## src/design/terh_pkg.sv

```systemverilog
// Shared constants, types and helper functions of the tile exponent range histogram.
package terh_pkg;

	localparam int NUM_BINS      = 19;
	localparam int BIN_W         = 5;
	localparam int CNT_W         = 32;
	localparam int EXP_W         = 8;
	localparam int SIDE_W        = 4;
	localparam int ELEM_W        = 6;
	localparam int TZ_W          = 7;
	localparam int SIZE_W        = 7;
	localparam int OP_W          = 2;
	localparam int VALUE_W       = 32;
	localparam int REG_IDX_W     = 2;
	localparam int MAX_TILE_SIDE = 8;

	localparam logic [OP_W-1:0] OP_SAMPLE = 2'd0;
	localparam logic [OP_W-1:0] OP_READ   = 2'd1;
	localparam logic [OP_W-1:0] OP_CLEAR  = 2'd2;

	localparam logic KIND_TILE = 1'b0;
	localparam logic KIND_READ = 1'b1;

	localparam logic [REG_IDX_W-1:0] REG_ZERO_EXP  = 2'd0;
	localparam logic [REG_IDX_W-1:0] REG_TILE_SIDE = 2'd1;

	localparam logic [EXP_W-1:0]  ZERO_EXP_RESET  = 8'd1;
	localparam logic [SIDE_W-1:0] TILE_SIDE_RESET = 4'd4;
	localparam logic [EXP_W-1:0]  MIN_EXP_RESET   = 8'hFF;
	localparam logic [EXP_W-1:0]  WIDE_LIMIT      = 8'd16;
	localparam logic [BIN_W-1:0]  ZERO_TILE_RANGE = 5'd12;
	localparam logic [BIN_W-1:0]  WIDE_RANGE      = 5'd18;
	localparam logic [BIN_W-1:0]  LAST_BIN        = BIN_W'(NUM_BINS - 1);
	localparam int                EXP_LSB         = 23;

	typedef logic [CNT_W-1:0] count_t;

	// Write port of the histogram store; clr empties every bin at once.
	typedef struct packed {
		logic             en;
		logic             clr;
		logic [BIN_W-1:0] addr;
		count_t           data;
	} hist_wr_t;

	function automatic count_t sat_inc(input count_t c);
		return (c == {CNT_W{1'b1}}) ? c : c + 1'b1;
	endfunction

	// Side zero acts as one, sides beyond the maximum are clamped.
	function automatic logic [SIZE_W-1:0] tile_size(input logic [SIDE_W-1:0] side);
		logic [SIZE_W-1:0] s;
		s = SIZE_W'(side);
		if (side == '0) begin
			s = SIZE_W'(1);
		end else if (side > SIDE_W'(MAX_TILE_SIDE)) begin
			s = SIZE_W'(MAX_TILE_SIDE);
		end
		return SIZE_W'(s * s);
	endfunction

endpackage

```

## src/design/terh_if.sv

```systemverilog
// Handshake channel interfaces: sample input, result output and register write.
interface terh_in_if;
	logic                            valid;
	logic                            ready;
	logic [terh_pkg::OP_W-1:0]       operation;
	logic [terh_pkg::VALUE_W-1:0]    value_bits;
	logic [terh_pkg::BIN_W-1:0]      bin_index;
	modport source(output valid, operation, value_bits, bin_index, input ready);
	modport sink(input valid, operation, value_bits, bin_index, output ready);
endinterface

interface terh_out_if;
	logic                         valid;
	logic                         ready;
	logic                         result_kind;
	logic [terh_pkg::BIN_W-1:0]   exponent_range;
	logic                         zero_tile;
	logic                         wide_range;
	logic [terh_pkg::TZ_W-1:0]    tile_zero_values;
	terh_pkg::count_t             bin_count;
	terh_pkg::count_t             total_zero_values;
	terh_pkg::count_t             total_tiles;
	terh_pkg::count_t             zero_tile_count;
	terh_pkg::count_t             wide_tile_count;
	modport source(output valid, result_kind, exponent_range, zero_tile, wide_range,
		tile_zero_values, bin_count, total_zero_values, total_tiles, zero_tile_count,
		wide_tile_count, input ready);
	modport sink(input valid, result_kind, exponent_range, zero_tile, wide_range,
		tile_zero_values, bin_count, total_zero_values, total_tiles, zero_tile_count,
		wide_tile_count, output ready);
endinterface

interface terh_cfg_if;
	logic                            valid;
	logic                            ready;
	logic [terh_pkg::REG_IDX_W-1:0]  index;
	logic [terh_pkg::EXP_W-1:0]      data;
	modport source(output valid, index, data, input ready);
	modport sink(input valid, index, data, output ready);
endinterface

```

## src/design/tile_exponent_range_histogram.sv

```systemverilog
// Top level of the tile exponent range histogram.
// An item's result passes the stage-1 register and then the output register after its
// accepting beat, and is held on the output until it is taken.
// Throughput: one item per cycle unless stalled; the 19-bin histogram is read when an
// item is accepted and written back from stage 1, with forwarding between neighbors.
// The input stalls only while a finished result is held at the output unread.
// Reset clears the histogram, totals and tile in progress, and loads the registers.
module tile_exponent_range_histogram (
	input  logic          clk,
	input  logic          arst_n,
	terh_in_if.sink       samples,
	terh_out_if.source    results,
	terh_cfg_if.sink      cfg
);

	logic [terh_pkg::EXP_W-1:0]   zero_exp_q;
	logic [terh_pkg::SIDE_W-1:0]  tile_side_q;

	logic [terh_pkg::ELEM_W-1:0]  elem_q;
	logic [terh_pkg::EXP_W-1:0]   min_q;
	logic [terh_pkg::EXP_W-1:0]   max_q;
	logic [terh_pkg::TZ_W-1:0]    tz_q;

	logic                         stall;
	logic                         advance;
	logic                         accept;
	logic                         is_sample;
	logic                         is_read;
	logic                         is_clear;
	logic [terh_pkg::EXP_W-1:0]   e;
	logic [terh_pkg::EXP_W-1:0]   min_n;
	logic [terh_pkg::EXP_W-1:0]   max_n;
	logic [terh_pkg::EXP_W-1:0]   min_clamped;
	logic [terh_pkg::EXP_W-1:0]   diff;
	logic                         below_zero;
	logic [terh_pkg::TZ_W-1:0]    tz_n;
	logic [terh_pkg::SIZE_W-1:0]  elem_p1;
	logic                         tile_end;
	logic                         ztile;
	logic                         wide;
	logic [terh_pkg::BIN_W-1:0]   range_c;
	logic                         bin_ok;
	logic                         rd_en;
	logic [terh_pkg::BIN_W-1:0]   rd_addr;

	logic                         s1_valid_q;
	logic [terh_pkg::OP_W-1:0]    op_s1;
	logic                         tile_end_s1;
	logic                         zinc_s1;
	logic [terh_pkg::BIN_W-1:0]   range_s1;
	logic                         ztile_s1;
	logic                         wide_s1;
	logic [terh_pkg::TZ_W-1:0]    tz_s1;
	logic                         bin_ok_s1;

	logic                         do_clr;
	logic                         do_tile;
	logic                         do_read;
	terh_pkg::count_t             count;
	terh_pkg::count_t             new_count;
	terh_pkg::hist_wr_t           wr;

	terh_pkg::count_t             zero_total_q;
	terh_pkg::count_t             tile_total_q;
	terh_pkg::count_t             ztile_total_q;
	terh_pkg::count_t             wide_total_q;
	terh_pkg::count_t             zero_total_n;
	terh_pkg::count_t             tile_total_n;
	terh_pkg::count_t             ztile_total_n;
	terh_pkg::count_t             wide_total_n;

	logic                         out_valid_q;
	logic                         kind_q;
	logic [terh_pkg::BIN_W-1:0]   range_q;
	logic                         ztile_q;
	logic                         wide_q;
	logic [terh_pkg::TZ_W-1:0]    tz_out_q;
	terh_pkg::count_t             bin_count_q;
	terh_pkg::count_t             out_zero_total_q;
	terh_pkg::count_t             out_tile_total_q;
	terh_pkg::count_t             out_ztile_total_q;
	terh_pkg::count_t             out_wide_total_q;

	// Configuration registers.
	assign cfg.ready = 1'b1;

	always_ff @(posedge clk or negedge arst_n) begin
		if (!arst_n) begin
			zero_exp_q  <= terh_pkg::ZERO_EXP_RESET;
			tile_side_q <= terh_pkg::TILE_SIDE_RESET;
		end else if (cfg.valid) begin
			if (cfg.index == terh_pkg::REG_ZERO_EXP) begin
				zero_exp_q <= cfg.data;
			end else if (cfg.index == terh_pkg::REG_TILE_SIDE) begin
				tile_side_q <= cfg.data[terh_pkg::SIDE_W-1:0];
			end
		end
	end

	// Input handshake: the pipeline moves unless a result waits at the output.
	assign stall         = out_valid_q && !results.ready;
	assign advance       = !stall;
	assign samples.ready = advance;
	assign accept        = samples.valid && advance;

	assign is_sample = samples.operation == terh_pkg::OP_SAMPLE;
	assign is_read   = samples.operation == terh_pkg::OP_READ;
	assign is_clear  = samples.operation == terh_pkg::OP_CLEAR;

	// Per-value tile tracking and end-of-tile range, all on 8-bit exponents.
	always_comb begin
		e           = samples.value_bits[terh_pkg::EXP_LSB +: terh_pkg::EXP_W];
		min_n       = (e < min_q) ? e : min_q;
		max_n       = (e > max_q) ? e : max_q;
		below_zero  = e < zero_exp_q;
		tz_n        = (below_zero && tz_q != '1) ? tz_q + 1'b1 : tz_q;
		elem_p1     = {1'b0, elem_q} + 1'b1;
		tile_end    = elem_p1 >= terh_pkg::tile_size(tile_side_q);
		min_clamped = (min_n < zero_exp_q) ? zero_exp_q : min_n;
		ztile       = max_n < zero_exp_q;
		diff        = max_n - min_clamped;
		wide        = !ztile && diff > terh_pkg::WIDE_LIMIT;
		if (ztile) begin
			range_c = terh_pkg::ZERO_TILE_RANGE;
		end else if (wide) begin
			range_c = terh_pkg::WIDE_RANGE;
		end else begin
			range_c = diff[terh_pkg::BIN_W-1:0];
		end
		bin_ok  = samples.bin_index <= terh_pkg::LAST_BIN;
		rd_en   = accept && ((is_sample && tile_end) || (is_read && bin_ok));
		rd_addr = is_sample ? range_c : samples.bin_index;
	end

	always_ff @(posedge clk or negedge arst_n) begin
		if (!arst_n) begin
			elem_q <= '0;
			min_q  <= terh_pkg::MIN_EXP_RESET;
			max_q  <= '0;
			tz_q   <= '0;
		end else if (accept) begin
			if (is_clear || (is_sample && tile_end)) begin
				elem_q <= '0;
				min_q  <= terh_pkg::MIN_EXP_RESET;
				max_q  <= '0;
				tz_q   <= '0;
			end else if (is_sample) begin
				elem_q <= (elem_q == '1) ? elem_q : elem_q + 1'b1;
				min_q  <= min_n;
				max_q  <= max_n;
				tz_q   <= tz_n;
			end
		end
	end

	// Stage 1: histogram read returns, totals and the bin are updated.
	always_ff @(posedge clk or negedge arst_n) begin
		if (!arst_n) begin
			s1_valid_q <= 1'b0;
		end else if (advance) begin
			s1_valid_q <= accept;
		end
	end

	always_ff @(posedge clk) begin
		if (accept) begin
			op_s1       <= samples.operation;
			tile_end_s1 <= tile_end;
			zinc_s1     <= below_zero;
			range_s1    <= range_c;
			ztile_s1    <= ztile;
			wide_s1     <= wide;
			tz_s1       <= tz_n;
			bin_ok_s1   <= bin_ok;
		end
	end

	terh_hist_store u_store (
		.clk     (clk),
		.arst_n  (arst_n),
		.rd_en   (rd_en),
		.rd_addr (rd_addr),
		.advance (advance),
		.wr      (wr),
		.count   (count)
	);

	always_comb begin
		do_clr    = s1_valid_q && op_s1 == terh_pkg::OP_CLEAR;
		do_read   = s1_valid_q && op_s1 == terh_pkg::OP_READ;
		do_tile   = s1_valid_q && op_s1 == terh_pkg::OP_SAMPLE && tile_end_s1;
		new_count = terh_pkg::sat_inc(count);
		wr.en     = advance && do_tile;
		wr.clr    = advance && do_clr;
		wr.addr   = range_s1;
		wr.data   = new_count;
		zero_total_n  = (s1_valid_q && op_s1 == terh_pkg::OP_SAMPLE && zinc_s1) ?
			terh_pkg::sat_inc(zero_total_q) : zero_total_q;
		tile_total_n  = do_tile ? terh_pkg::sat_inc(tile_total_q) : tile_total_q;
		ztile_total_n = (do_tile && ztile_s1) ?
			terh_pkg::sat_inc(ztile_total_q) : ztile_total_q;
		wide_total_n  = (do_tile && wide_s1) ?
			terh_pkg::sat_inc(wide_total_q) : wide_total_q;
	end

	always_ff @(posedge clk or negedge arst_n) begin
		if (!arst_n) begin
			zero_total_q  <= '0;
			tile_total_q  <= '0;
			ztile_total_q <= '0;
			wide_total_q  <= '0;
		end else if (advance) begin
			if (do_clr) begin
				zero_total_q  <= '0;
				tile_total_q  <= '0;
				ztile_total_q <= '0;
				wide_total_q  <= '0;
			end else begin
				zero_total_q  <= zero_total_n;
				tile_total_q  <= tile_total_n;
				ztile_total_q <= ztile_total_n;
				wide_total_q  <= wide_total_n;
			end
		end
	end

	// Output register.
	always_ff @(posedge clk or negedge arst_n) begin
		if (!arst_n) begin
			out_valid_q <= 1'b0;
		end else if (advance) begin
			out_valid_q <= do_tile || do_read;
		end
	end

	always_ff @(posedge clk) begin
		if (advance && (do_tile || do_read)) begin
			kind_q            <= do_tile ? terh_pkg::KIND_TILE : terh_pkg::KIND_READ;
			range_q           <= do_tile ? range_s1 : '0;
			ztile_q           <= do_tile && ztile_s1;
			wide_q            <= do_tile && wide_s1;
			tz_out_q          <= do_tile ? tz_s1 : '0;
			bin_count_q       <= do_tile ? new_count : (bin_ok_s1 ? count : '0);
			out_zero_total_q  <= zero_total_n;
			out_tile_total_q  <= tile_total_n;
			out_ztile_total_q <= ztile_total_n;
			out_wide_total_q  <= wide_total_n;
		end
	end

	assign results.valid             = out_valid_q;
	assign results.result_kind       = kind_q;
	assign results.exponent_range    = range_q;
	assign results.zero_tile         = ztile_q;
	assign results.wide_range        = wide_q;
	assign results.tile_zero_values  = tz_out_q;
	assign results.bin_count         = bin_count_q;
	assign results.total_zero_values = out_zero_total_q;
	assign results.total_tiles       = out_tile_total_q;
	assign results.zero_tile_count   = out_ztile_total_q;
	assign results.wide_tile_count   = out_wide_total_q;

	a_zero_tile_range: assert property (@(posedge clk) disable iff (!arst_n)
		out_valid_q && kind_q == terh_pkg::KIND_TILE && ztile_q |->
		range_q == terh_pkg::ZERO_TILE_RANGE)
		else $error("zero tile reported with a range other than the zero-tile range");

	a_wide_range: assert property (@(posedge clk) disable iff (!arst_n)
		out_valid_q && wide_q |-> range_q == terh_pkg::WIDE_RANGE && !ztile_q)
		else $error("wide tile reported with a wrong range");

	a_read_clean: assert property (@(posedge clk) disable iff (!arst_n)
		out_valid_q && kind_q == terh_pkg::KIND_READ |->
		range_q == '0 && !ztile_q && !wide_q && tz_out_q == '0)
		else $error("read reply carries tile fields");

	a_clear_totals: assert property (@(posedge clk) disable iff (!arst_n)
		advance && do_clr |=> tile_total_q == '0 && zero_total_q == '0 &&
		ztile_total_q == '0 && wide_total_q == '0)
		else $error("totals not emptied by clear");

	a_tile_count: assert property (@(posedge clk) disable iff (!arst_n)
		advance && do_tile && tile_total_q != '1 |=>
		tile_total_q == $past(tile_total_q) + 1'b1)
		else $error("tile total did not advance on a finished tile");

endmodule

```

## src/design/terh_hist_store.sv

```systemverilog
// Histogram bin memory with per-bin valid bits and write-to-read forwarding.
module terh_hist_store (
	input  logic                       clk,
	input  logic                       arst_n,
	input  logic                       rd_en,
	input  logic [terh_pkg::BIN_W-1:0] rd_addr,
	input  logic                       advance,
	input  terh_pkg::hist_wr_t         wr,
	output terh_pkg::count_t           count
);

	terh_pkg::count_t                mem [terh_pkg::NUM_BINS];
	terh_pkg::count_t                rdata_s1;
	logic [terh_pkg::BIN_W-1:0]      addr_s1;
	logic [terh_pkg::NUM_BINS-1:0]   bin_valid_q;
	logic                            fwd_valid_q;
	logic [terh_pkg::BIN_W-1:0]      fwd_addr_q;
	terh_pkg::count_t                fwd_data_q;

	always_ff @(posedge clk) begin
		if (wr.en) begin
			mem[wr.addr] <= wr.data;
		end
		if (rd_en) begin
			rdata_s1 <= mem[rd_addr];
			addr_s1  <= rd_addr;
		end
	end

	// A read issued on the edge of a write sees the old word; the last write is
	// kept until the next item moves on so that it can be forwarded.
	always_ff @(posedge clk or negedge arst_n) begin
		if (!arst_n) begin
			bin_valid_q <= '0;
			fwd_valid_q <= 1'b0;
		end else begin
			if (wr.clr) begin
				bin_valid_q <= '0;
			end else if (wr.en) begin
				bin_valid_q[wr.addr] <= 1'b1;
			end
			if (advance) begin
				fwd_valid_q <= wr.en;
			end
		end
	end

	always_ff @(posedge clk) begin
		if (advance) begin
			fwd_addr_q <= wr.addr;
			fwd_data_q <= wr.data;
		end
	end

	always_comb begin
		if (fwd_valid_q && fwd_addr_q == addr_s1) begin
			count = fwd_data_q;
		end else if (bin_valid_q[addr_s1]) begin
			count = rdata_s1;
		end else begin
			count = '0;
		end
	end

endmodule
```

## src/flat_wrapper.sv

```systemverilog
// flat-port wrapper written by rule: the top's interface ports become plain ports
module tile_exponent_range_histogram_flat 
  (clk, arst_n, samples_valid, samples_operation, samples_value_bits, samples_bin_index, samples_ready, results_valid, results_result_kind, results_exponent_range, results_zero_tile, results_wide_range, results_tile_zero_values, results_bin_count, results_total_zero_values, results_total_tiles, results_zero_tile_count, results_wide_tile_count, results_ready, cfg_valid, cfg_index, cfg_data, cfg_ready);
  terh_in_if samples_i ();
  terh_out_if results_i ();
  terh_cfg_if cfg_i ();
  input  logic clk;
  input  logic arst_n;
  input wire logic [$bits(samples_i.valid)-1:0] samples_valid;
  input wire logic [$bits(samples_i.operation)-1:0] samples_operation;
  input wire logic [$bits(samples_i.value_bits)-1:0] samples_value_bits;
  input wire logic [$bits(samples_i.bin_index)-1:0] samples_bin_index;
  output wire logic [$bits(samples_i.ready)-1:0] samples_ready;
  output wire logic [$bits(results_i.valid)-1:0] results_valid;
  output wire logic [$bits(results_i.result_kind)-1:0] results_result_kind;
  output wire logic [$bits(results_i.exponent_range)-1:0] results_exponent_range;
  output wire logic [$bits(results_i.zero_tile)-1:0] results_zero_tile;
  output wire logic [$bits(results_i.wide_range)-1:0] results_wide_range;
  output wire logic [$bits(results_i.tile_zero_values)-1:0] results_tile_zero_values;
  output wire logic [$bits(results_i.bin_count)-1:0] results_bin_count;
  output wire logic [$bits(results_i.total_zero_values)-1:0] results_total_zero_values;
  output wire logic [$bits(results_i.total_tiles)-1:0] results_total_tiles;
  output wire logic [$bits(results_i.zero_tile_count)-1:0] results_zero_tile_count;
  output wire logic [$bits(results_i.wide_tile_count)-1:0] results_wide_tile_count;
  input wire logic [$bits(results_i.ready)-1:0] results_ready;
  input wire logic [$bits(cfg_i.valid)-1:0] cfg_valid;
  input wire logic [$bits(cfg_i.index)-1:0] cfg_index;
  input wire logic [$bits(cfg_i.data)-1:0] cfg_data;
  output wire logic [$bits(cfg_i.ready)-1:0] cfg_ready;
  assign samples_i.valid = samples_valid;
  assign samples_i.operation = samples_operation;
  assign samples_i.value_bits = samples_value_bits;
  assign samples_i.bin_index = samples_bin_index;
  assign samples_ready = samples_i.ready;
  assign results_valid = results_i.valid;
  assign results_result_kind = results_i.result_kind;
  assign results_exponent_range = results_i.exponent_range;
  assign results_zero_tile = results_i.zero_tile;
  assign results_wide_range = results_i.wide_range;
  assign results_tile_zero_values = results_i.tile_zero_values;
  assign results_bin_count = results_i.bin_count;
  assign results_total_zero_values = results_i.total_zero_values;
  assign results_total_tiles = results_i.total_tiles;
  assign results_zero_tile_count = results_i.zero_tile_count;
  assign results_wide_tile_count = results_i.wide_tile_count;
  assign results_i.ready = results_ready;
  assign cfg_i.valid = cfg_valid;
  assign cfg_i.index = cfg_index;
  assign cfg_i.data = cfg_data;
  assign cfg_ready = cfg_i.ready;
  tile_exponent_range_histogram u_core (.clk(clk), .arst_n(arst_n), .samples(samples_i), .results(results_i), .cfg(cfg_i));
endmodule
```

## config.mk

```make
export PLATFORM = sky130hd
export DESIGN_NAME = tile_exponent_range_histogram_flat
export DESIGN_NICKNAME = d
export VERILOG_FILES = /design/src/design/terh_pkg.sv /design/src/design/terh_if.sv /design/src/design/tile_exponent_range_histogram.sv /design/src/design/terh_hist_store.sv /design/src/flat_wrapper.sv
export SDC_FILE = /design/constraint.sdc
export NUM_CORES = 2
export LEC_CHECK = 0
export BUFFER_PORTS_ARGS = -buffer_cell sky130_fd_sc_hd__buf_4
export CORE_ASPECT_RATIO = 0.75
export CORE_MARGIN = 2
export CORE_UTILIZATION = 61
export CTS_BUF_LIST = sky130_fd_sc_hd__clkbuf_8
export CTS_CLUSTER_DIAMETER = 30
export DETAILED_ROUTE_END_ITERATION = 7
export HOLD_SLACK_MARGIN = 0.08
export PLACE_DENSITY = 0.79
export SYNTH_ARGS = -nofsm -noshare
export SYNTH_HDL_FRONTEND = slang
export SYNTH_SLANG_ARGS = --single-unit
```

## constraint.sdc

```tcl
create_clock -name clk -period 12.3 [get_ports clk]
set_input_delay 2.46 -clock clk [delete_from_list [all_inputs] [get_ports clk]]
set_output_delay 2.46 -clock clk [all_outputs]
set_load 0.02 [all_outputs]
```

## Word-level counts from Yosys, hierarchy flattened

Memories as Yosys holds them, arrays and structs flattened. A register that Yosys moved wholly into a read port is not among the register bits.
Cells that the tools add are included.
W data, S select, Z words.

- Add/subtract/negate cells: 9
- Bitwise operators: 2
- Equality and inequality tests: 14
- Mux-type cells: 44
- Multiply operators: 1
- Magnitude comparators: 12
- Reductions and logical operators: 35

Operator list:

| kind | count |
|---|---|
| $mux W32 | 17 |
| $add A32 B1 Y32 const B | 5 |
| $eq A32 B32 Y1 const B | 5 |
| $mux W8 | 7 |
| $mux W19 | 2 |
| $lt A8 B8 Y1 | 4 |
| $mux W7 | 4 |
| $logic_and A1 B1 Y1 | 19 |
| $or A19 B19 Y19 | 1 |
| $mux W6 | 3 |
| $mux W5 | 3 |
| $lt A5 B6 Y1 const B | 2 |
| $gt A8 B5 Y1 const B | 1 |
| $gt A8 B8 Y1 | 1 |
| $sub A8 B8 Y8 | 1 |
| $add A6 B1 Y7 const B | 1 |
| $add A7 B1 Y7 const B | 1 |
| $ge A7 B7 Y1 | 1 |
| $mul A7 B7 Y7 | 1 |
| $ne A7 B7 Y1 const B | 1 |
| $add A6 B1 Y6 const B | 1 |
| $eq A2 B1 Y1 const B | 3 |
| $eq A6 B6 Y1 const B | 1 |
| $logic_not A2 Y1 | 3 |
| 17 further kinds | 29 |

- Memory bits (writable): 608
- Memories kept: 1
- Input bits: 54
- Bits in registers: 427
- Word-level logic and storage cells: 153

Memory list:

| name | words | bits a word | read ports | clocked after memory_dff | write ports | line | source |
|---|---|---|---|---|---|---|---|
| u_core.u_store.mem | 19 | 32 | 1 | 1 | 1 | terh_hist_store.sv:12 | `terh_pkg::count_t mem [terh_pkg::NUM_BINS];` |

## Logic depth before layout (Yosys ltp)

- Word-level depth: 10
- Depth in mapped cells: 35

## Modules after synthesis

Synthesis repeated with hierarchy kept, for this count alone.

- Cell total of the unflattened synthesis: 3200
- Area total of the unflattened synthesis: 46443.3 um2

By module, submodules not included:

| module | area each (um2) | seq. area each (um2) | instances | cells each |
|---|---|---|---|---|
| terh_hist_store | 26809.5 | 20980.1 | 1 | 1257 |
| tile_exponent_range_histogram | 19633.8 | 10117.2 | 1 | 1943 |

## Worst setup path before layout

OpenSTA, ideal clock, no wires.

- Path kind: input-to-reg
- From: input results_ready
- To: register u_core.bin_count_q[0], in the netlist u_core.results.bin_count[0] (enable)
- Cell stages on the path: 4
- Data required time: 11.588 ns
- Buffers on the path: 2
- Arrival time: 10.126 ns
- Slack: 1.462 ns
- Path through: nor2b_1 -> clkbuf_1 -> clkbuf_1 -> nor2_1

- Word-level cells in the longest chain between the ends: 4

Ends and longest elaborated chain:

| item | line | source |
|---|---|---|
| start: declaration | flat_wrapper.sv:25 | `input wire logic [$bits(results_i.ready)-1:0] results_ready;` |
| $logic_not A1 Y1 | tile_exponent_range_histogram.sv:101 | `assign stall = out_valid_q && !results.ready;` |
| $logic_and A1 B1 Y1 | tile_exponent_range_histogram.sv:101 |  |
| $logic_not A1 Y1 | tile_exponent_range_histogram.sv:102 | `assign advance = !stall;` |
| $logic_and A1 B1 Y1 | tile_exponent_range_histogram.sv:237 | `if (advance && (do_tile \|\| do_read)) begin` |
| end signal: assignment | tile_exponent_range_histogram.sv:243 | `bin_count_q <= do_tile ? new_count : (bin_ok_s1 ? count : '0);` |
| end: declaration | tile_exponent_range_histogram.sv:78 | `terh_pkg::count_t bin_count_q;` |

No other way between the ends.
A chain may end at the register's enable or synchronous reset.

## Worst setup path in the final report

- From: input samples_value_bits[24]
- To: register u_core.u_store.rdata_s1[15] (read register of u_core.u_store.mem), data pin

- Word-level cells in the longest chain between the ends: 10
- Elaborated cells between the ends (all ways): 14
- Those cells by class: 1 x add/sub; 5 x order compare; 6 x mux; 2 x reduce/logical

Ends and longest elaborated chain:

| item | line | source |
|---|---|---|
| start: declaration | flat_wrapper.sv:11 | `input wire logic [$bits(samples_i.value_bits)-1:0] samples_value_bits;` |
| $lt A8 B8 Y1 | tile_exponent_range_histogram.sv:113 | `min_n = (e < min_q) ? e : min_q;` |
| $mux W8 | tile_exponent_range_histogram.sv:113 |  |
| $lt A8 B8 Y1 | tile_exponent_range_histogram.sv:119 | `min_clamped = (min_n < zero_exp_q) ? zero_exp_q : min_n;` |
| $mux W8 | tile_exponent_range_histogram.sv:119 |  |
| $sub A8 B8 Y8 | tile_exponent_range_histogram.sv:121 | `diff = max_n - min_clamped;` |
| $gt A8 B5 Y1 | tile_exponent_range_histogram.sv:122 | `wide = !ztile && diff > terh_pkg::WIDE_LIMIT;` |
| $logic_and A1 B1 Y1 | tile_exponent_range_histogram.sv:122 |  |
| $mux W5 | tile_exponent_range_histogram.sv:125 | `end else if (wide) begin` |
| $mux W5 * | tile_exponent_range_histogram.sv:123 | `if (ztile) begin` |
| $mux W5 * | tile_exponent_range_histogram.sv:132 | `rd_addr = is_sample ? range_c : samples.bin_index;` |
| end: declaration | terh_hist_store.sv:13 | `terh_pkg::count_t rdata_s1;` |

Every way passes the cells marked *; elsewhere a longest branch is shown, timed or not.

==> flow_metrics.env <==
export IMPL_outcome="completed"
export IMPL_drc_errors=0
export IMPL_antenna_found_initial=2
export IMPL_period_needed_ns=10.04
export IMPL_max_freq_mhz=99.6
export IMPL_critPathRequiredTime_ns=12.82
export IMPL_wl_mm=119
export IMPL_hold_violations=0
export IMPL_setup_tns_ns=0
export IMPL_dp_hpwl_mm=67.6
export IMPL_relSlewSlack_pct=6.70
export IMPL_switching_share_pct=29.8
export IMPL_switchingPower_w=0.00268
export IMPL_grt_max_degree=176
export IMPL_clk_pin_slew_worst_paths_ns=0.06
export IMPL_rsz0062_at_grt="false"
export IMPL_finalCritPeriodShare_pct=81.6
export IMPL_final_common_cell="edfxtp_1"
export IMPL_grt_use_total_pct=30.2
export IMPL_root_buffer="clkbuf_8"
export IMPL_cts_path_max_buffers=3
export IMPL_core_area_um2=75500
export IMPL_synth_area_leaders="edfxtp_1, dfrtp_1, nand2_1"
export IMPL_worst_setup_path_type="in -> reg"
export IMPL_power_frac_clock_pct=33.7
export IMPL_power_density_nw_per_um2=169
export IMPL_combinationalPowerShare_pct=20.0
export IMPL_async_flop_share_pct=17.9
export IMPL_nets=4024
export IMPL_drt_first_iter_violations=4092
export IMPL_end_kind="register"
export IMPL_finClkSkew_ns=0.0352
export IMPL_wl_per_cell_um=23.4
export IMPL_cp_start_kind="input pin"
export IMPL_gp_congestion=0.861
export IMPL_clock_latency_ns=0.83
export IMPL_grt_pass1_vias=30200
export IMPL_synth_area_per_cell_um2=12.8
export IMPL_rows=87
export IMPL_synth_seq_area_share_pct=66.5
export IMPL_cts_sinks=1067
export IMPL_area_growth_pct=13.3
export IMPL_portBuffers=206
export IMPL_drive_gt1_share_pct=16.1
export IMPL_drv_slew=0
export IMPL_hold_buffers=0
export IMPL_vias=31500
export IMPL_ys_ff_latch=1067
export IMPL_start_util_pct=61.9
export IMPL_die_h_um=244
export IMPL_grt_pass1_wl_mm=179
export IMPL_power_internal_w=0.00630
export IMPL_post_cts_buffers=0
export IMPL_die_w_um=324
export IMPL_viasPerCell=6.22
export IMPL_ys_types=93
export IMPL_crit_arrival_ns=10.56
export IMPL_p_seq_share_pct=46.4
export IMPL_h_tree_depth=4
export IMPL_p_leak_nw=20.4
export IMPL_final_util_pct=70.2
export IMPL_final_cell_mix="edfxtp_1, nand2_1, buf_4"
export IMPL_yosys_warnings=0
export IMPL_cts_tree="done"
export IMPL_crit_path_max_fanout=73
export IMPL_hold_path_class="reg -> reg"
export IMPL_setup_viol_count_final=0
export IMPL_synth_edf_count=876
export IMPL_tightest_slew_ns=1.39
export IMPL_num_io_pins=232
export IMPL_yosys_area_top_type="edfxtp_1"
export IMPL_yosysTopAreaCellShare_pct=56.2
export IMPL_maxCapViolations=0
export IMPL_grt_overflow=0
export IMPL_first_pass_iters=6
export IMPL_ctsResizeCount=0
export IMPL_cts_buffers=169
export IMPL_ir_worst_vdd_v=0.000109
export IMPL_synthesis_area_um2=46800
export IMPL_synth_cells=3640
export IMPL_synth_top_flop_cell="edfxtp_1"
export IMPL_die_area_um2=78900
export IMPL_ant_nets=0
==> flip-flops by register name, indices dropped and copies added, names as in the netlist, 6 cells and up <==
signal and cells:
u_core.elem_q 6, u_core.max_q 8, u_core.min_q 8, u_core.results.bin_count 32
u_core.results.tile_zero_values 7, u_core.results.total_tiles 32, u_core.results.total_zero_values 32, u_core.results.wide_tile_count 32
u_core.results.zero_tile_count 32, u_core.tile_total_q 32, u_core.tz_q 7, u_core.tz_s1 7
u_core.u_store.bin_valid_q 19, u_core.u_store.fwd_data_q 32, u_core.u_store.mem 608, u_core.u_store.rdata_s1 32
u_core.wide_total_q 32, u_core.zero_exp_q 8, u_core.zero_total_q 32, u_core.ztile_total_q 32
==> cells by family after synthesis <==
kind of cell	synth area share (%)
DFF	66.5
muxes	4.19
adders and majority gates	1.69
buffers and inverters	2.46
AOI/OAI and AO/OA	9.92
and+or+nand+nor	11.9
other	0.0161
xor gates and xnor gates	3.31
==> metal layers <==
metal / GRT usage, % / part of all wire [%] / up-vias
met1: 42.2 / 39 / 15300
li1: - / - / 14100
met5: 0 / 0 / -
met4: 12.9 / 4.0 / 0
met2: 45.9 / 46 / 1818
met3: 6.69 / 11 / 321
==> stage by stage <==
| step | power [W] | hold slack [ns] | cells | setup WS [ns] | cell area, um2 |
|---|---|---|---|---|---|
| 6_report | 0.00898 | 0.489 | 5071 | 2.26 | 53000 |
| 5_1_grt | 0.00934 | 0.512 | 5070 | 1.50 | 53000 |
| 4_1_cts | 0.00899 | 0.488 | 5068 | 2.41 | 53000 |
| 3_5_place_dp | 0.00600 | 0.475 | 4760 | 1.57 | 49600 |
| 3_3_place_gp | 0.00595 | 0.468 | 4760 | 1.66 | 49600 |
| 2_1_floorplan | 0.00547 | 0.424 | 3641 | 1.46 | 46800 |
==> path summary, 6_finish.rpt <==
path,startpoint,to,slack [ns],cells after the start
hold reg to reg,u_core.u_store.bin_valid_q[15],u_core.u_store.bin_valid_q[15],0.49,1
hold / removal,u_core.u_store.bin_valid_q[15],u_core.u_store.bin_valid_q[15],0.49,1
setup reg to reg,u_core.min_q[1],u_core.u_store.rdata_s1[15],3.48,28
setup / recovery,samples_value_bits[24],u_core.u_store.rdata_s1[15],2.26,28
min in group asynchronous,arst_n,u_core.max_q[6],1.65,1
max in group asynchronous,arst_n,u_core.ztile_total_q[6],9.25,2
==> cell usage after synthesis (5+ instances only) <==
cell       number
edfxtp_1      876
nand2_1       612
o21ai_0       243
nand3_1       228
dfrtp_1       181
mux2i_1       164
nor2_1        138
clkbuf_1      112
xnor2_1       107
a21oi_1        79
xor2_1         68
and3_1         64
ha_1           60
inv_1          55
a22o_1         48
o31ai_1        42
a221oi_2       37
a31oi_1        36
buf_2          35
nand4_1        33
nor3_1         31
o21a_1         31
o211ai_1       30
a21o_1         21
and2_1         21
a32oi_1        19
buf_4          17
mux2_2         17
and4_1         16
nor2b_1        15
o2bb2ai_1      15
buf_1          14
buf_6          13
o221ai_1       13
nand2b_1       12
o21ai_1        11
dfstp_2        10
nand3b_1        9
nor4_1          8
o22ai_1         7
mux4_2          5
or2_2           5
or3_1           5
==> critical path, stage by stage <==
cell and delay, ns:
buf_4 0.14, ha_1 0.29, a2111o_1 0.37, a31oi_2 0.77, o21ai_0 0.33, ha_1 0.37
a21oi_1 0.17, o21ai_0 0.24, a21oi_1 0.79, nand2_1 0.10, o21ai_0 0.14, ha_1 0.22
inv_1 0.06, fa_1 0.39, a21o_1 0.18, a21oi_1 0.25, nor2b_1 0.08, o2111ai_1 0.18
nand2_1 0.07, a211oi_1 0.51, a21oi_1 0.19, a31o_4 0.48, inv_8 0.53, buf_12 0.35
mux2i_1 0.29, a221oi_2 0.12, a32oi_1 0.24, nand3_1 0.15
==> power groups by stage <==
stage                     Sequential, W  Combinational (W)  Clock [W]
after floorplan                 0.00425            0.00122          0
after global placement          0.00423            0.00172          0
after detailed placement        0.00423            0.00176          0
after CTS                       0.00416            0.00177    0.00305
after global routing            0.00418            0.00195    0.00321
final                           0.00416            0.00179    0.00302
==> layout make-up <==
cell class / count / area, um2
Clock buffer: 179 / 2460
Timing Repair Buffer: 288 / 2270
Sequential cell: 1067 / 31100
Clock inverter: 129 / 933
Tap cell: 1023 / 1280
Multi-Input combinational cell: 2323 / 14700
Inverter: 59 / 235
Fill cell: 5088 / 22500
Antenna cell: 3 / 7.51
Note: power is estimated with default switching activity, not from simulation.
